`src/design/resp2_pkg.sv`:
```
// Shared types and constants for the RESP2 frame encoder.
// No dependencies; used by resp2_bcd_conv and resp2_frame_encoder.
package resp2_pkg;

  localparam int LENGTH_BITS_DEF = 32;
  localparam int LEN_PORT_W = 32;
  localparam int SIZE_W = 33;
  localparam int BYTE_W = 8;

  localparam logic [BYTE_W-1:0] CH_PLUS   = 8'h2B;
  localparam logic [BYTE_W-1:0] CH_MINUS  = 8'h2D;
  localparam logic [BYTE_W-1:0] CH_DOLLAR = 8'h24;
  localparam logic [BYTE_W-1:0] CH_CR     = 8'h0D;
  localparam logic [BYTE_W-1:0] CH_LF     = 8'h0A;
  localparam logic [3:0] ASCII_DIGIT_HI   = 4'h3;

  typedef enum logic [1:0] {
    TYPE_SIMPLE  = 2'd0,
    TYPE_ERROR   = 2'd1,
    TYPE_BULK    = 2'd2,
    TYPE_INVALID = 2'd3
  } ftype_t;

  typedef enum logic [1:0] {
    ERR_NONE    = 2'd0,
    ERR_ARG     = 2'd1,
    ERR_PAYLOAD = 2'd2,
    ERR_SPACE   = 2'd3
  } err_t;

  typedef enum logic [1:0] {
    PH_IDLE    = 2'd0,
    PH_SIMPLE  = 2'd1,
    PH_BULK    = 2'd2,
    PH_DISCARD = 2'd3
  } phase_t;

  typedef enum logic [2:0] {
    ST_READY,
    ST_CONV,
    ST_CHECK,
    ST_DIGIT,
    ST_HCR,
    ST_HLF,
    ST_CR,
    ST_LF
  } state_t;

  // Decimal digits needed for an unsigned value of lw bits (log10(2) ~ 0.30103).
  function automatic int len_digits(input int lw);
    return (lw * 30103) / 100000 + 1;
  endfunction

endpackage

```
`src/design/resp2_bcd_conv.sv`:
```
// Bit-serial binary to BCD converter (shift and add-3), one input bit per cycle.
// Depends on resp2_pkg for the digit count function.
module resp2_bcd_conv #(
  parameter int VALUE_BITS = resp2_pkg::LENGTH_BITS_DEF
) (
  input  logic                                                   clk,
  input  logic                                                   rst,
  input  logic                                                   start,
  input  logic [VALUE_BITS-1:0]                                  value,
  output logic                                                   busy,
  output logic [4*resp2_pkg::len_digits(VALUE_BITS)-1:0]         bcd,
  output logic [$clog2(resp2_pkg::len_digits(VALUE_BITS)+1)-1:0] digits
);

  localparam int ND = resp2_pkg::len_digits(VALUE_BITS);
  localparam int BCD_W = 4 * ND;
  localparam int DC_W = $clog2(ND + 1);
  localparam int CNT_W = (VALUE_BITS > 1) ? $clog2(VALUE_BITS) : 1;

  logic [VALUE_BITS-1:0] shreg;
  logic [CNT_W-1:0]      cnt;
  logic [BCD_W-1:0]      adj;

  always_comb begin
    for (int i = 0; i < ND; i++) begin
      if (bcd[i*4 +: 4] >= 4'd5) begin
        adj[i*4 +: 4] = bcd[i*4 +: 4] + 4'd3;
      end else begin
        adj[i*4 +: 4] = bcd[i*4 +: 4];
      end
    end
  end

  // Significant digits: one more than the highest nonzero digit, at least one.
  always_comb begin
    digits = DC_W'(1);
    for (int i = 1; i < ND; i++) begin
      if (bcd[i*4 +: 4] != 4'd0) begin
        digits = DC_W'(i + 1);
      end
    end
  end

  always_ff @(posedge clk) begin
    if (rst) begin
      busy <= 1'b0;
      cnt  <= '0;
    end else if (start) begin
      busy <= 1'b1;
      cnt  <= CNT_W'(VALUE_BITS - 1);
    end else if (busy) begin
      if (cnt == '0) begin
        busy <= 1'b0;
      end else begin
        cnt <= cnt - CNT_W'(1);
      end
    end
  end

  always_ff @(posedge clk) begin
    if (start) begin
      shreg <= value;
      bcd   <= '0;
    end else if (busy) begin
      shreg <= shreg << 1;
      bcd   <= {adj[BCD_W-2:0], shreg[VALUE_BITS-1]};
    end
  end

endmodule

```
`src/design/resp2_frame_encoder.sv`:
```
// RESP2 frame encoder top level: input/output handshakes, frame sequencer, output register.
// Depends on resp2_pkg and resp2_bcd_conv.
//
// Input channel (in_valid/in_ready): kind 0 is a header (frame_type, body_len,
// buffer_size), kind 1 is one payload byte (data_byte). Output channel
// (out_valid/out_ready): one encoded byte per transaction with frame_last,
// error_code and encoded_size.
// A simple header goes to the size check, which puts its '+' or '-' into the output
// register once that register is free. A bulk header first runs the serial decimal
// converter, one length bit per cycle (length width capped at 32 bits); the size
// check and '$' follow it, then the digits, CR and LF one per cycle while the
// receiver takes them. A bad type answers in the cycle after acceptance.
// Payload bytes pass at one per cycle while the receiver takes them, each on the
// output in the cycle after acceptance; a frame's last byte is followed by CR and LF.
// The block takes no new item while it is still emitting the bytes of an earlier one.
// A single output register holds each result; when the receiver stalls it holds its
// contents, and the input is accepted again as soon as that register is taken.
// Reset clears the sequencer, the frame phase, the byte count and the output valid.
module resp2_frame_encoder #(
  parameter int LENGTH_BITS = resp2_pkg::LENGTH_BITS_DEF
) (
  input  logic                              clk,
  input  logic                              rst,
  input  logic                              in_valid,
  output logic                              in_ready,
  input  logic                              kind,
  input  logic [1:0]                        frame_type,
  input  logic [resp2_pkg::LEN_PORT_W-1:0]  body_len,
  input  logic [resp2_pkg::SIZE_W-1:0]      buffer_size,
  input  logic [resp2_pkg::BYTE_W-1:0]      data_byte,
  output logic                              out_valid,
  input  logic                              out_ready,
  output logic [resp2_pkg::BYTE_W-1:0]      out_byte,
  output logic                              frame_last,
  output logic [1:0]                        error_code,
  output logic [resp2_pkg::SIZE_W-1:0]      encoded_size
);

  localparam int LEN_W = (LENGTH_BITS < resp2_pkg::LEN_PORT_W) ?
                         LENGTH_BITS : resp2_pkg::LEN_PORT_W;
  localparam int ND = resp2_pkg::len_digits(LEN_W);
  localparam int DC_W = $clog2(ND + 1);
  localparam int IDX_W = $clog2(ND);
  localparam int SIZE_W = resp2_pkg::SIZE_W;
  localparam int BYTE_W = resp2_pkg::BYTE_W;

  resp2_pkg::state_t state, state_next;
  resp2_pkg::phase_t phase, phase_next;
  resp2_pkg::ftype_t ftype, ftype_next;
  logic [LEN_W-1:0]  bytes_left, bytes_left_next;
  logic [LEN_W-1:0]  len, len_next;
  logic [SIZE_W-1:0] cap, cap_next;
  logic [SIZE_W-1:0] need, need_next;
  logic [SIZE_W-1:0] tail_size, tail_size_next;
  logic [IDX_W-1:0]  dig_idx, dig_idx_next;

  logic              out_load;
  logic [BYTE_W-1:0] out_byte_next;
  logic              frame_last_next;
  resp2_pkg::err_t   error_code_next;
  logic [SIZE_W-1:0] encoded_size_next;

  logic              can_load;
  logic              accept;
  logic              conv_start;
  logic              conv_busy;
  logic [4*ND-1:0]   bcd;
  logic [DC_W-1:0]   nd;
  logic [SIZE_W-1:0] need_calc;
  logic [LEN_W-1:0]  bl_dec;

  resp2_bcd_conv #(
    .VALUE_BITS(LEN_W)
  ) u_bcd (
    .clk    (clk),
    .rst    (rst),
    .start  (conv_start),
    .value  (body_len[LEN_W-1:0]),
    .busy   (conv_busy),
    .bcd    (bcd),
    .digits (nd)
  );

  assign can_load = !out_valid || out_ready;
  assign in_ready = (state == resp2_pkg::ST_READY) && can_load;
  assign accept = in_valid && in_ready;
  assign conv_start = accept && !kind && (frame_type == resp2_pkg::TYPE_BULK);
  assign bl_dec = bytes_left - LEN_W'(1);

  always_comb begin
    if (ftype == resp2_pkg::TYPE_BULK) begin
      need_calc = SIZE_W'(len) + SIZE_W'(nd) + SIZE_W'(5);
    end else begin
      need_calc = SIZE_W'(len) + SIZE_W'(3);
    end
  end

  always_comb begin
    state_next        = state;
    phase_next        = phase;
    ftype_next        = ftype;
    bytes_left_next   = bytes_left;
    len_next          = len;
    cap_next          = cap;
    need_next         = need;
    tail_size_next    = tail_size;
    dig_idx_next      = dig_idx;
    out_load          = 1'b0;
    out_byte_next     = '0;
    frame_last_next   = 1'b0;
    error_code_next   = resp2_pkg::ERR_NONE;
    encoded_size_next = '0;

    unique case (state)
      resp2_pkg::ST_READY: begin
        if (accept && !kind) begin
          // A header abandons any open frame.
          phase_next      = resp2_pkg::PH_IDLE;
          bytes_left_next = '0;
          ftype_next      = resp2_pkg::ftype_t'(frame_type);
          len_next        = body_len[LEN_W-1:0];
          cap_next        = buffer_size;
          if (frame_type == resp2_pkg::TYPE_INVALID) begin
            out_load        = 1'b1;
            frame_last_next = 1'b1;
            error_code_next = resp2_pkg::ERR_ARG;
          end else if (frame_type == resp2_pkg::TYPE_BULK) begin
            state_next = resp2_pkg::ST_CONV;
          end else begin
            state_next = resp2_pkg::ST_CHECK;
          end
        end else if (accept) begin
          if (phase == resp2_pkg::PH_IDLE || bytes_left == '0) begin
            phase_next      = resp2_pkg::PH_IDLE;
            bytes_left_next = '0;
          end else begin
            bytes_left_next = bl_dec;
            if (phase == resp2_pkg::PH_DISCARD) begin
              if (bl_dec == '0) begin
                phase_next = resp2_pkg::PH_IDLE;
              end
            end else if (phase == resp2_pkg::PH_SIMPLE &&
                         (data_byte == resp2_pkg::CH_CR || data_byte == resp2_pkg::CH_LF)) begin
              out_load        = 1'b1;
              frame_last_next = 1'b1;
              error_code_next = resp2_pkg::ERR_PAYLOAD;
              phase_next = (bl_dec == '0) ? resp2_pkg::PH_IDLE : resp2_pkg::PH_DISCARD;
            end else begin
              out_load      = 1'b1;
              out_byte_next = data_byte;
              if (bl_dec == '0) begin
                phase_next     = resp2_pkg::PH_IDLE;
                tail_size_next = '0;
                state_next     = resp2_pkg::ST_CR;
              end
            end
          end
        end
      end

      resp2_pkg::ST_CONV: begin
        if (!conv_busy) begin
          state_next = resp2_pkg::ST_CHECK;
        end
      end

      resp2_pkg::ST_CHECK: begin
        if (can_load) begin
          out_load          = 1'b1;
          encoded_size_next = need_calc;
          need_next         = need_calc;
          if (cap < need_calc) begin
            frame_last_next = 1'b1;
            error_code_next = resp2_pkg::ERR_SPACE;
            state_next      = resp2_pkg::ST_READY;
          end else begin
            if (len != '0) begin
              phase_next = (ftype == resp2_pkg::TYPE_BULK) ?
                           resp2_pkg::PH_BULK : resp2_pkg::PH_SIMPLE;
              bytes_left_next = len;
            end
            priority if (ftype == resp2_pkg::TYPE_BULK) begin
              out_byte_next = resp2_pkg::CH_DOLLAR;
              dig_idx_next  = IDX_W'(nd - DC_W'(1));
              state_next    = resp2_pkg::ST_DIGIT;
            end else if (len == '0) begin
              out_byte_next  = (ftype == resp2_pkg::TYPE_SIMPLE) ?
                               resp2_pkg::CH_PLUS : resp2_pkg::CH_MINUS;
              tail_size_next = need_calc;
              state_next     = resp2_pkg::ST_CR;
            end else begin
              out_byte_next = (ftype == resp2_pkg::TYPE_SIMPLE) ?
                              resp2_pkg::CH_PLUS : resp2_pkg::CH_MINUS;
              state_next    = resp2_pkg::ST_READY;
            end
          end
        end
      end

      resp2_pkg::ST_DIGIT: begin
        if (can_load) begin
          out_load          = 1'b1;
          out_byte_next     = {resp2_pkg::ASCII_DIGIT_HI, bcd[{dig_idx, 2'b00} +: 4]};
          encoded_size_next = need;
          if (dig_idx == '0) begin
            state_next = resp2_pkg::ST_HCR;
          end else begin
            dig_idx_next = dig_idx - IDX_W'(1);
          end
        end
      end

      resp2_pkg::ST_HCR: begin
        if (can_load) begin
          out_load          = 1'b1;
          out_byte_next     = resp2_pkg::CH_CR;
          encoded_size_next = need;
          state_next        = resp2_pkg::ST_HLF;
        end
      end

      resp2_pkg::ST_HLF: begin
        if (can_load) begin
          out_load          = 1'b1;
          out_byte_next     = resp2_pkg::CH_LF;
          encoded_size_next = need;
          // Empty bulk payload still gets its own closing CR LF.
          if (len == '0) begin
            tail_size_next = need;
            state_next     = resp2_pkg::ST_CR;
          end else begin
            state_next = resp2_pkg::ST_READY;
          end
        end
      end

      resp2_pkg::ST_CR: begin
        if (can_load) begin
          out_load          = 1'b1;
          out_byte_next     = resp2_pkg::CH_CR;
          encoded_size_next = tail_size;
          state_next        = resp2_pkg::ST_LF;
        end
      end

      resp2_pkg::ST_LF: begin
        if (can_load) begin
          out_load          = 1'b1;
          out_byte_next     = resp2_pkg::CH_LF;
          frame_last_next   = 1'b1;
          encoded_size_next = tail_size;
          state_next        = resp2_pkg::ST_READY;
        end
      end

      default: begin
        state_next = resp2_pkg::ST_READY;
      end
    endcase
  end

  always_ff @(posedge clk) begin
    if (rst) begin
      state      <= resp2_pkg::ST_READY;
      phase      <= resp2_pkg::PH_IDLE;
      bytes_left <= '0;
      out_valid  <= 1'b0;
    end else begin
      state      <= state_next;
      phase      <= phase_next;
      bytes_left <= bytes_left_next;
      if (out_load) begin
        out_valid <= 1'b1;
      end else if (out_ready) begin
        out_valid <= 1'b0;
      end
    end
  end

  always_ff @(posedge clk) begin
    ftype     <= ftype_next;
    len       <= len_next;
    cap       <= cap_next;
    need      <= need_next;
    tail_size <= tail_size_next;
    dig_idx   <= dig_idx_next;
    if (out_load) begin
      out_byte     <= out_byte_next;
      frame_last   <= frame_last_next;
      error_code   <= error_code_next;
      encoded_size <= encoded_size_next;
    end
  end

  // An open frame always has payload bytes still expected.
  a_phase_count: assert property (@(posedge clk) disable iff (rst)
    (phase != resp2_pkg::PH_IDLE) |-> (bytes_left != '0))
    else $error("frame phase open with no bytes left");

  // Every error result closes the frame.
  a_err_last: assert property (@(posedge clk) disable iff (rst)
    (out_valid && error_code != resp2_pkg::ERR_NONE) |-> frame_last)
    else $error("error result without frame_last");

  // Bad type reports no size.
  a_arg_size: assert property (@(posedge clk) disable iff (rst)
    (out_valid && error_code == resp2_pkg::ERR_ARG) |-> (encoded_size == '0))
    else $error("invalid argument result carries a size");

  // The converter only runs while the sequencer waits on it.
  a_conv_wait: assert property (@(posedge clk) disable iff (rst)
    conv_busy |-> (state == resp2_pkg::ST_CONV))
    else $error("converter busy outside conversion state");

endmodule
```
`config.mk`:
```
export PLATFORM = sky130hd
export DESIGN_NAME = resp2_frame_encoder
export DESIGN_NICKNAME = d
export VERILOG_FILES = /design/src/design/resp2_pkg.sv /design/src/design/resp2_bcd_conv.sv /design/src/design/resp2_frame_encoder.sv
export SDC_FILE = /design/constraint.sdc
export NUM_CORES = 1
export LEC_CHECK = 0
export ABC_AREA = 1
export CAP_MARGIN = 40
export CORE_MARGIN = 2
export CORE_UTILIZATION = 58
export CTS_CLUSTER_SIZE = 12
export DETAILED_ROUTE_END_ITERATION = 10
export DONT_BUFFER_PORTS = 1
export PLACE_DENSITY = 0.8
export RECOVER_POWER = 100
export SLEW_MARGIN = 20
export SYNTH_ARGS = -nofsm -noshare
export SYNTH_HDL_FRONTEND = slang
export SYNTH_SLANG_ARGS = --single-unit
export TNS_END_PERCENT = 5
```
`constraint.sdc`:
```
create_clock -name clk -period 7.8 [get_ports clk]
set_clock_uncertainty 0.1 [all_clocks]
set_input_delay 1.56 -clock clk [delete_from_list [all_inputs] [get_ports clk]]
set_output_delay 1.56 -clock clk [all_outputs]
set_load 0.01 [all_outputs]
```
==> results of run 1 <==
[per-stage QoR]
step | total power [uW] | cell area, sq um | instances
detailed placement | 4400 | 16400 | 2205
floorplan | 3870 | 16000 | 1903
global placement | 4330 | 16300 | 2200
CTS | 5760 | 17300 | 2262
finish | 5760 | 17200 | 2263
global route | 6120 | 17200 | 2263
[layout make-up]
| type | instances | area (sq um) |
|---|---|---|
| Clock buffer | 49 | 883 |
| Clock inverter | 8 | 41.3 |
| Fill cell | 2246 | 9820 |
| Inverter | 259 | 975 |
| Multi-Input combinational cell | 1289 | 6680 |
| Sequential cell | 297 | 8080 |
| Tap cell | 341 | 427 |
| Timing Repair Buffer | 20 | 129 |
[kinds of logic after synthesis]
logic type               synth area share
buffers and inverters              0.0769
XOR/XNOR                           0.0333
adder cells (fa/ha/maj)            0.0520
AO/OA/AOI/OAI                       0.113
AND/OR/NAND/NOR                     0.221
flip-flops                          0.504
[cell usage after synthesis, types with 3 or more instances]
| cell | count | area (sq um) |
|---|---|---|
| nand2_1 | 494 | 1850 |
| inv_1 | 250 | 938 |
| edfxtp_1 | 213 | 6400 |
| nor2_1 | 196 | 736 |
| o21ai_0 | 132 | 661 |
| dfxtp_1 | 84 | 1680 |
| ha_1 | 65 | 813 |
| a21oi_1 | 60 | 300 |
| xor2_1 | 51 | 447 |
| a31oi_1 | 49 | 307 |
| clkbuf_1 | 44 | 165 |
| nand3_1 | 44 | 220 |
| o22ai_1 | 29 | 181 |
| nor3_1 | 27 | 135 |
| nand4_1 | 26 | 163 |
| nor2_2 | 17 | 106 |
| o211ai_1 | 16 | 120 |
| nor4_1 | 14 | 87.6 |
| xnor2_1 | 10 | 87.6 |
| buf_2 | 7 | 35.0 |
| a211oi_1 | 6 | 45.0 |
| nand2_2 | 6 | 37.5 |
| or2_2 | 6 | 37.5 |
| inv_2 | 5 | 18.8 |
| buf_1 | 4 | 15.0 |
| a221oi_1 | 3 | 26.3 |
| clkinv_1 | 3 | 11.3 |
| nand3_2 | 3 | 30.0 |
| nand3b_1 | 3 | 22.5 |
| nor2_4 | 3 | 33.8 |
| nor3_2 | 3 | 30.0 |
| o2111ai_1 | 3 | 26.3 |
[cells in the final DEF, fill, tap and decap left out, types with 2 or more instances in the layout]
master        n
o211ai_1     16
o22ai_1      29
or2_2         6
ha_1         65
clkinv_2      3
edfxtp_1    213
inv_2         2
o2111ai_1     3
nand3_2       4
and3_1        2
a21oi_1      60
clkinv_1      7
a31oi_1      49
nand2_1     496
clkbuf_16    31
nand4_1      27
xnor2_1      10
buf_4         8
dfxtp_1      84
o31ai_1       2
clkinvlp_4    2
nand3b_1      3
clkbuf_1     25
xor2_1       51
a221oi_1      3
nor2_2        8
a311oi_1      2
nand3_1      43
a211oi_1      5
clkbuf_8      4
nor4_1       14
o21ai_0     132
inv_1       252
a22o_1        2
nor2_1      207
nand2_2       5
nor3_1       29
[metal layers]
| layer | vias up | track usage | share of wire |
|---|---|---|---|
| li1 | 6342 | - | - |
| met1 | 6161 | 0.390 | 0.42 |
| met2 | 658 | 0.454 | 0.45 |
| met3 | 74 | 0.0595 | 0.098 |
| met4 | 0 | 0.0814 | 0.028 |
| met5 | - | 0 | 0 |
[how the worst max path moves through the flow]
stage / startpoint / end / slack, ps / depth (start not counted)
floorplan: u_bcd.bcd[4] / tail_size[0] / 140 / 31
global placement: u_bcd.bcd[4] / tail_size[15] / 1580 / 32
detailed placement: u_bcd.bcd[5] / tail_size[9] / 1370 / 32
CTS: u_bcd.bcd[5] / tail_size[4] / 1320 / 32
global route: u_bcd.bcd[4] / bytes_left[29] / 410 / 35
finish: u_bcd.bcd[4] / bytes_left[8] / 1080 / 35
[state kept, by name, indices dropped and copies added (netlist names), 3 cells and up]
name / cells
bytes_left: 32
cap: 33
dig_idx: 4
encoded_size: 33
len: 32
need: 33
out_byte: 8
state: 3
tail_size: 33
u_bcd.bcd: 40
u_bcd.cnt: 5
u_bcd.shreg: 32
[power breakdown]
| group | internal [uW] | switching [uW] |
|---|---|---|
| clock | 770 | 592 |
| sequential | 2140 | 258 |
| combinational | 614 | 1390 |
| total | 3520 | 2250 |
[worst max-delay path: cells and delay by family, from the launching register on]
kind                       cells  cell delay, ps
and+or+nand+nor               18            3060
xor gates and xnor gates       1             250
AOI/OAI and AO/OA              3             550
DFF                            1             320
adders and majority gates      5            1300
buffers and inverters          8            1040
==> flow_metrics.env, run 1 <==
export IMPL_r2r_start="u_bcd.bcd[4]"
export IMPL_min_path_type="flip-flop to flip-flop"
export IMPL_ys_flop_type="edfxtp_1"
export IMPL_antenna_found_initial=1
export IMPL_via_count=13235
export IMPL_maxSlewHeadroom=-1.19
export IMPL_drive_gt1_frac=0.0421
export IMPL_criticalPathCategory="flip-flop to flip-flop"
export IMPL_postCtsHoldBufs=0
export IMPL_totalWireLength_mm=41.3
export IMPL_syn_area_per_cell_sq_um=8.42
export IMPL_ctsResizeCount=0
export IMPL_netlist_instances=1903
export IMPL_grt_start_max_net_pins=69
export IMPL_cp_max_fo=35
export IMPL_detail_route_antenna_nets=0
export IMPL_synth_cell_types=54
export IMPL_ys_seq_area_frac=0.504
export IMPL_fin_setup_tns_ps=0
export IMPL_r2r_end="bytes_left[8]"
export IMPL_critPathLaunchType="flip-flop"
export IMPL_p_per_area_nw_per_um2=335
export IMPL_fin_util=0.637
export IMPL_grt_pass1_vias=12208
export IMPL_reg2reg_depth=35
export IMPL_end_kind="flip-flop"
export IMPL_num_antenna_cells=0
export IMPL_syn_nets=2049
export IMPL_ys_warn_count=0
export IMPL_max_stage_delay_ps=370
export IMPL_fin_nets=2044
export IMPL_maxCapViolations=5
export IMPL_start_util=0.593
export IMPL_drc=0
export IMPL_synth_edf_count=213
export IMPL_synth_seq_cells=297
export IMPL_grt_usage=0.283
export IMPL_violations="capacitance limit, slew limit"
export IMPL_status="complete, but fails checks"
export IMPL_coreArea_sq_um=27000
export IMPL_hpwl_mm=29.6
export IMPL_drtIter0Drc=1452
export IMPL_clock_fmax_ghz=0.149
export IMPL_final_max_slew_viol_count=247
export IMPL_setup_ws_ps=1080
export IMPL_ios=126
export IMPL_area_growth_pct=7.38
export IMPL_crit_arrival_ps=7120
export IMPL_finalCriticalPeriod_ps=6720
export IMPL_routedWlPerCell_um=18.3
export IMPL_cts_buffers=31
export IMPL_htree_levels=1
export IMPL_die_w_um=170
export IMPL_portBuffers=0
export IMPL_fin_crit_sh=0.861
export IMPL_cts_sinks=297
export IMPL_rrSetupSlack_ps=1080
export IMPL_die_area_sq_um=29000
export IMPL_cpMostUsedCell="inv_1"
export IMPL_min_from="u_bcd.cnt[4]"
export IMPL_irDropWorstVdd_v=0.000166
export IMPL_setup_violations=0
export IMPL_cts_tree="done"
export IMPL_cp_required_ps=8200
export IMPL_grt_first_pass_wirelength_mm=64.8
export IMPL_grt_ovfl_total=0
export IMPL_insertion_delay_ps=560
export IMPL_hold_depth=2
export IMPL_drtPass1Iterations=5
export IMPL_finalWeightedCongestion=1.03
export IMPL_synth_area_sq_um=16000
export IMPL_p_leak_uw=0.00714
export IMPL_worst_slew_pin_slew_ps=3290
export IMPL_viasPerCell=5.85
export IMPL_die_h_um=170
export IMPL_rsz0062_at_grt="no"
export IMPL_async_flop_share=0
export IMPL_finalHoldViolCount=0
export IMPL_hold_ws_ps=379
export IMPL_rows=60
export IMPL_hold_path_end="u_bcd.cnt[4]"
export IMPL_slowest_stage="fa_1"
export IMPL_dpl_worst_slack_ps=1370
export IMPL_clk_transition_reported_paths_ps=60
export IMPL_post_cts_buffers=0
export IMPL_ctsLongestPathBuffers=3
export IMPL_cts_root_buf="clkbuf_16"
(Power assumes the default switching activity.)
==> run 2: changes to the inputs <==
--- a/config.mk
+++ b/config.mk
@@ -14,8 +14,9 @@
 export DONT_BUFFER_PORTS = 1
 export PLACE_DENSITY = 0.8
 export RECOVER_POWER = 100
-export SLEW_MARGIN = 20
+export SLEW_MARGIN = 30
 export SYNTH_ARGS = -nofsm -noshare
 export SYNTH_HDL_FRONTEND = slang
+export SYNTH_HIERARCHICAL = 1
 export SYNTH_SLANG_ARGS = --single-unit
 export TNS_END_PERCENT = 5
==> flow_metrics.env, run 2 <==
export IMPL_syn_nets=2030
export IMPL_htree_levels=2
export IMPL_reg2reg_depth=17
export IMPL_fin_crit_sh=0.852
export IMPL_largest_register_ffs=40
export IMPL_p_per_area_nw_per_um2=391
export IMPL_totalWireLength_mm=42.7
export IMPL_fin_setup_tns_ps=0
export IMPL_mostFrequentLayoutCells="nand2_1, edfxtp_1, nor2_1"
export IMPL_final_max_slew_viol_count=197
export IMPL_synth_top_area_frac=0.396
export IMPL_top_register="u_bcd/bcd"
export IMPL_async_flop_share=0
export IMPL_rows=61
export IMPL_postCtsHoldBufs=0
export IMPL_post_cts_buffers=0
export IMPL_grt_ovfl_total=0
export IMPL_via_count=13249
export IMPL_grt_usage=0.294
export IMPL_cts_root_buf="clkbuf_16"
export IMPL_finalCriticalPeriod_ps=6650
export IMPL_cts_buffers=34
export IMPL_yosysMostFrequentCell="nand2_1"
export IMPL_cp_required_ps=7980
export IMPL_synth_edf_count=213
export IMPL_ys_warn_count=6
export IMPL_clock_fmax_ghz=0.150
export IMPL_p_leak_uw=0.00707
export IMPL_rsz0062_at_grt="no"
export IMPL_maxCapViolations=5
export IMPL_synth_area_sq_um=16100
export IMPL_status="complete, but fails checks"
export IMPL_drive_gt1_frac=0.0600
export IMPL_netlist_instances=1884
export IMPL_finalHoldViolCount=0
export IMPL_grt_first_pass_wirelength_mm=67.0
export IMPL_layout_cells_non_filler=2278
export IMPL_endpoint="u_bcd/cnt[0]"
export IMPL_drtPass1Iterations=6
export IMPL_final_area_sq_um=17400
export IMPL_final_common_cell="nand2_1"
export IMPL_grt_pass1_vias=12599
export IMPL_r2r_start="state[2]"
export IMPL_dp_cells=2216
export IMPL_postPlaceCellArea_sq_um=16500
export IMPL_critPathLaunchType="input port"
export IMPL_detail_route_antenna_nets=0
export IMPL_yosys_top_cells_area="edfxtp_1, nand2_1, dfxtp_1"
export IMPL_synth_seq_cells=297
export IMPL_antenna_found_initial=0
export IMPL_cts_tree="done"
export IMPL_die_h_um=171
export IMPL_crit_arrival_ps=6830
export IMPL_clk_transition_reported_paths_ps=50
export IMPL_irDropWorstVdd_v=0.000201
export IMPL_syn_area_per_cell_sq_um=8.57
export IMPL_drc=0
export IMPL_worst_slew_pin_slew_ps=2530
export IMPL_insertion_delay_ps=520
export IMPL_drtIter0Drc=1728
export IMPL_hpwl_mm=30.6
export IMPL_fin_nets=2020
export IMPL_viasPerCell=5.82
export IMPL_synth_top_area_cell="edfxtp_1"
export IMPL_die_area_sq_um=29200
export IMPL_num_antenna_cells=0
export IMPL_min_path_type="flip-flop to flip-flop"
export IMPL_portBuffers=0
export IMPL_coreArea_sq_um=27600
export IMPL_cts_sinks=297
export IMPL_die_w_um=171
export IMPL_start_util=0.584
export IMPL_rrSetupSlack_ps=1310
export IMPL_violations="capacitance limit, slew limit"
export IMPL_ys_seq_area_frac=0.500
export IMPL_area_growth_pct=8.05
export IMPL_critPathLaunch="out_ready"
export IMPL_ys_flop_type="edfxtp_1"
export IMPL_grt_start_max_net_pins=57
export IMPL_synthTopCellsByCount="nand2_1, edfxtp_1, inv_1"
export IMPL_r2r_end="u_bcd/cnt[1]"
export IMPL_ctsResizeCount=0
export IMPL_setup_violations=0
export IMPL_ctsLongestPathBuffers=3
export IMPL_synth_cell_types=62
export IMPL_criticalPathCategory="input port to flip-flop"
export IMPL_finalWeightedCongestion=0.919
export IMPL_maxSlewHeadroom=-0.687
export IMPL_ios=126
export IMPL_end_kind="flip-flop"
export IMPL_routedWlPerCell_um=18.7
export IMPL_cp_max_fo=56
-- run 2: cell count changes in the layout (fill, tap and decap cells not counted), moves of 9 or more --
cell,previous run,this run
nor3_1,29,20
a21oi_1,60,49
o21ai_0,132,118
clkbuf_1,25,16
a31oi_1,49,40
nand3_1,43,77
inv_2,2,16
o21ai_1,1,17
inv_1,252,180
nand2_1,496,534
nor2_1,207,191
-- run 2: worst max-delay path, stage by stage --
cell      delay, ps
nor2_1          480
nor2_1          240
nand2_1         190
nor2_1           80
clkbuf_1        790
nand2_1         380
nor2_4           40
buf_4           270
inv_2           150
clkbuf_1       1810
nand4_1         270
nand2_2         210
inv_2           100
o21ai_1         130
a31oi_1          50
-- run 2: cell families (layout without fill, tap and decap cells) --
family	Yosys count	in the layout	synth area share
simple gates	909	909	0.243
fa+ha+maj	66	66	0.0516
mux	1	1	0.00140
buf+inv	259	275	0.0669
xor+xnor	56	56	0.0304
flops	297	297	0.500
compound gates	296	296	0.106
-- run 2: stage by stage --
| step | power [uW] | hold WS (ps) | setup slack (ps) | util |
|---|---|---|---|---|
| final | 6820 | 368 | 1150 | 0.631 |
| after global routing | 7260 | 396 | 615 | 0.631 |
| after CTS | 6860 | 361 | 1720 | 0.638 |
| after detailed placement | 5230 | 353 | 1750 | 0.596 |
| after global placement | 5140 | 346 | 1700 | 0.594 |
| after floorplan | 4540 | 322 | 1430 | - |
-- run 2: worst min-delay path by stage --
stage                   endpoint  slack [ps]  cells after the start             from
global route        u_bcd/cnt[4]         400                      2     u_bcd/cnt[4]
finish              u_bcd/cnt[4]         370                      2     u_bcd/cnt[4]
global placement    u_bcd/cnt[4]         350                      2     u_bcd/cnt[4]
CTS                 u_bcd/cnt[4]         360                      2     u_bcd/cnt[4]
floorplan           u_bcd/bcd[0]         320                      2  u_bcd/shreg[31]
detailed placement  u_bcd/cnt[4]         350                      2     u_bcd/cnt[4]
-- run 2: power by group --
group	switching (uW)	internal (uW)
Combinational	1760	758
Clock	626	996
Sequential	396	2280
Total	2780	4030
-- run 2: cell type report --
type / count / area [sq um]
clock buffer: 51 / 1010
clock inverter: 11 / 131
fill: 2317 / 10200
inverter: 201 / 762
multi-input combinational: 1328 / 6890
sequential: 297 / 8080
tap: 378 / 473
timing repair buffer: 12 / 98.8
-- run 2: layer usage --
layer  global-route usage  routed length (um)  up-vias
met4               0.0892                1160        0
met5                    0                   0        -
met2                0.480               19800      619
met3               0.0544                3580       92
li1                     -                   -     6316
met1                0.400               18100     6222
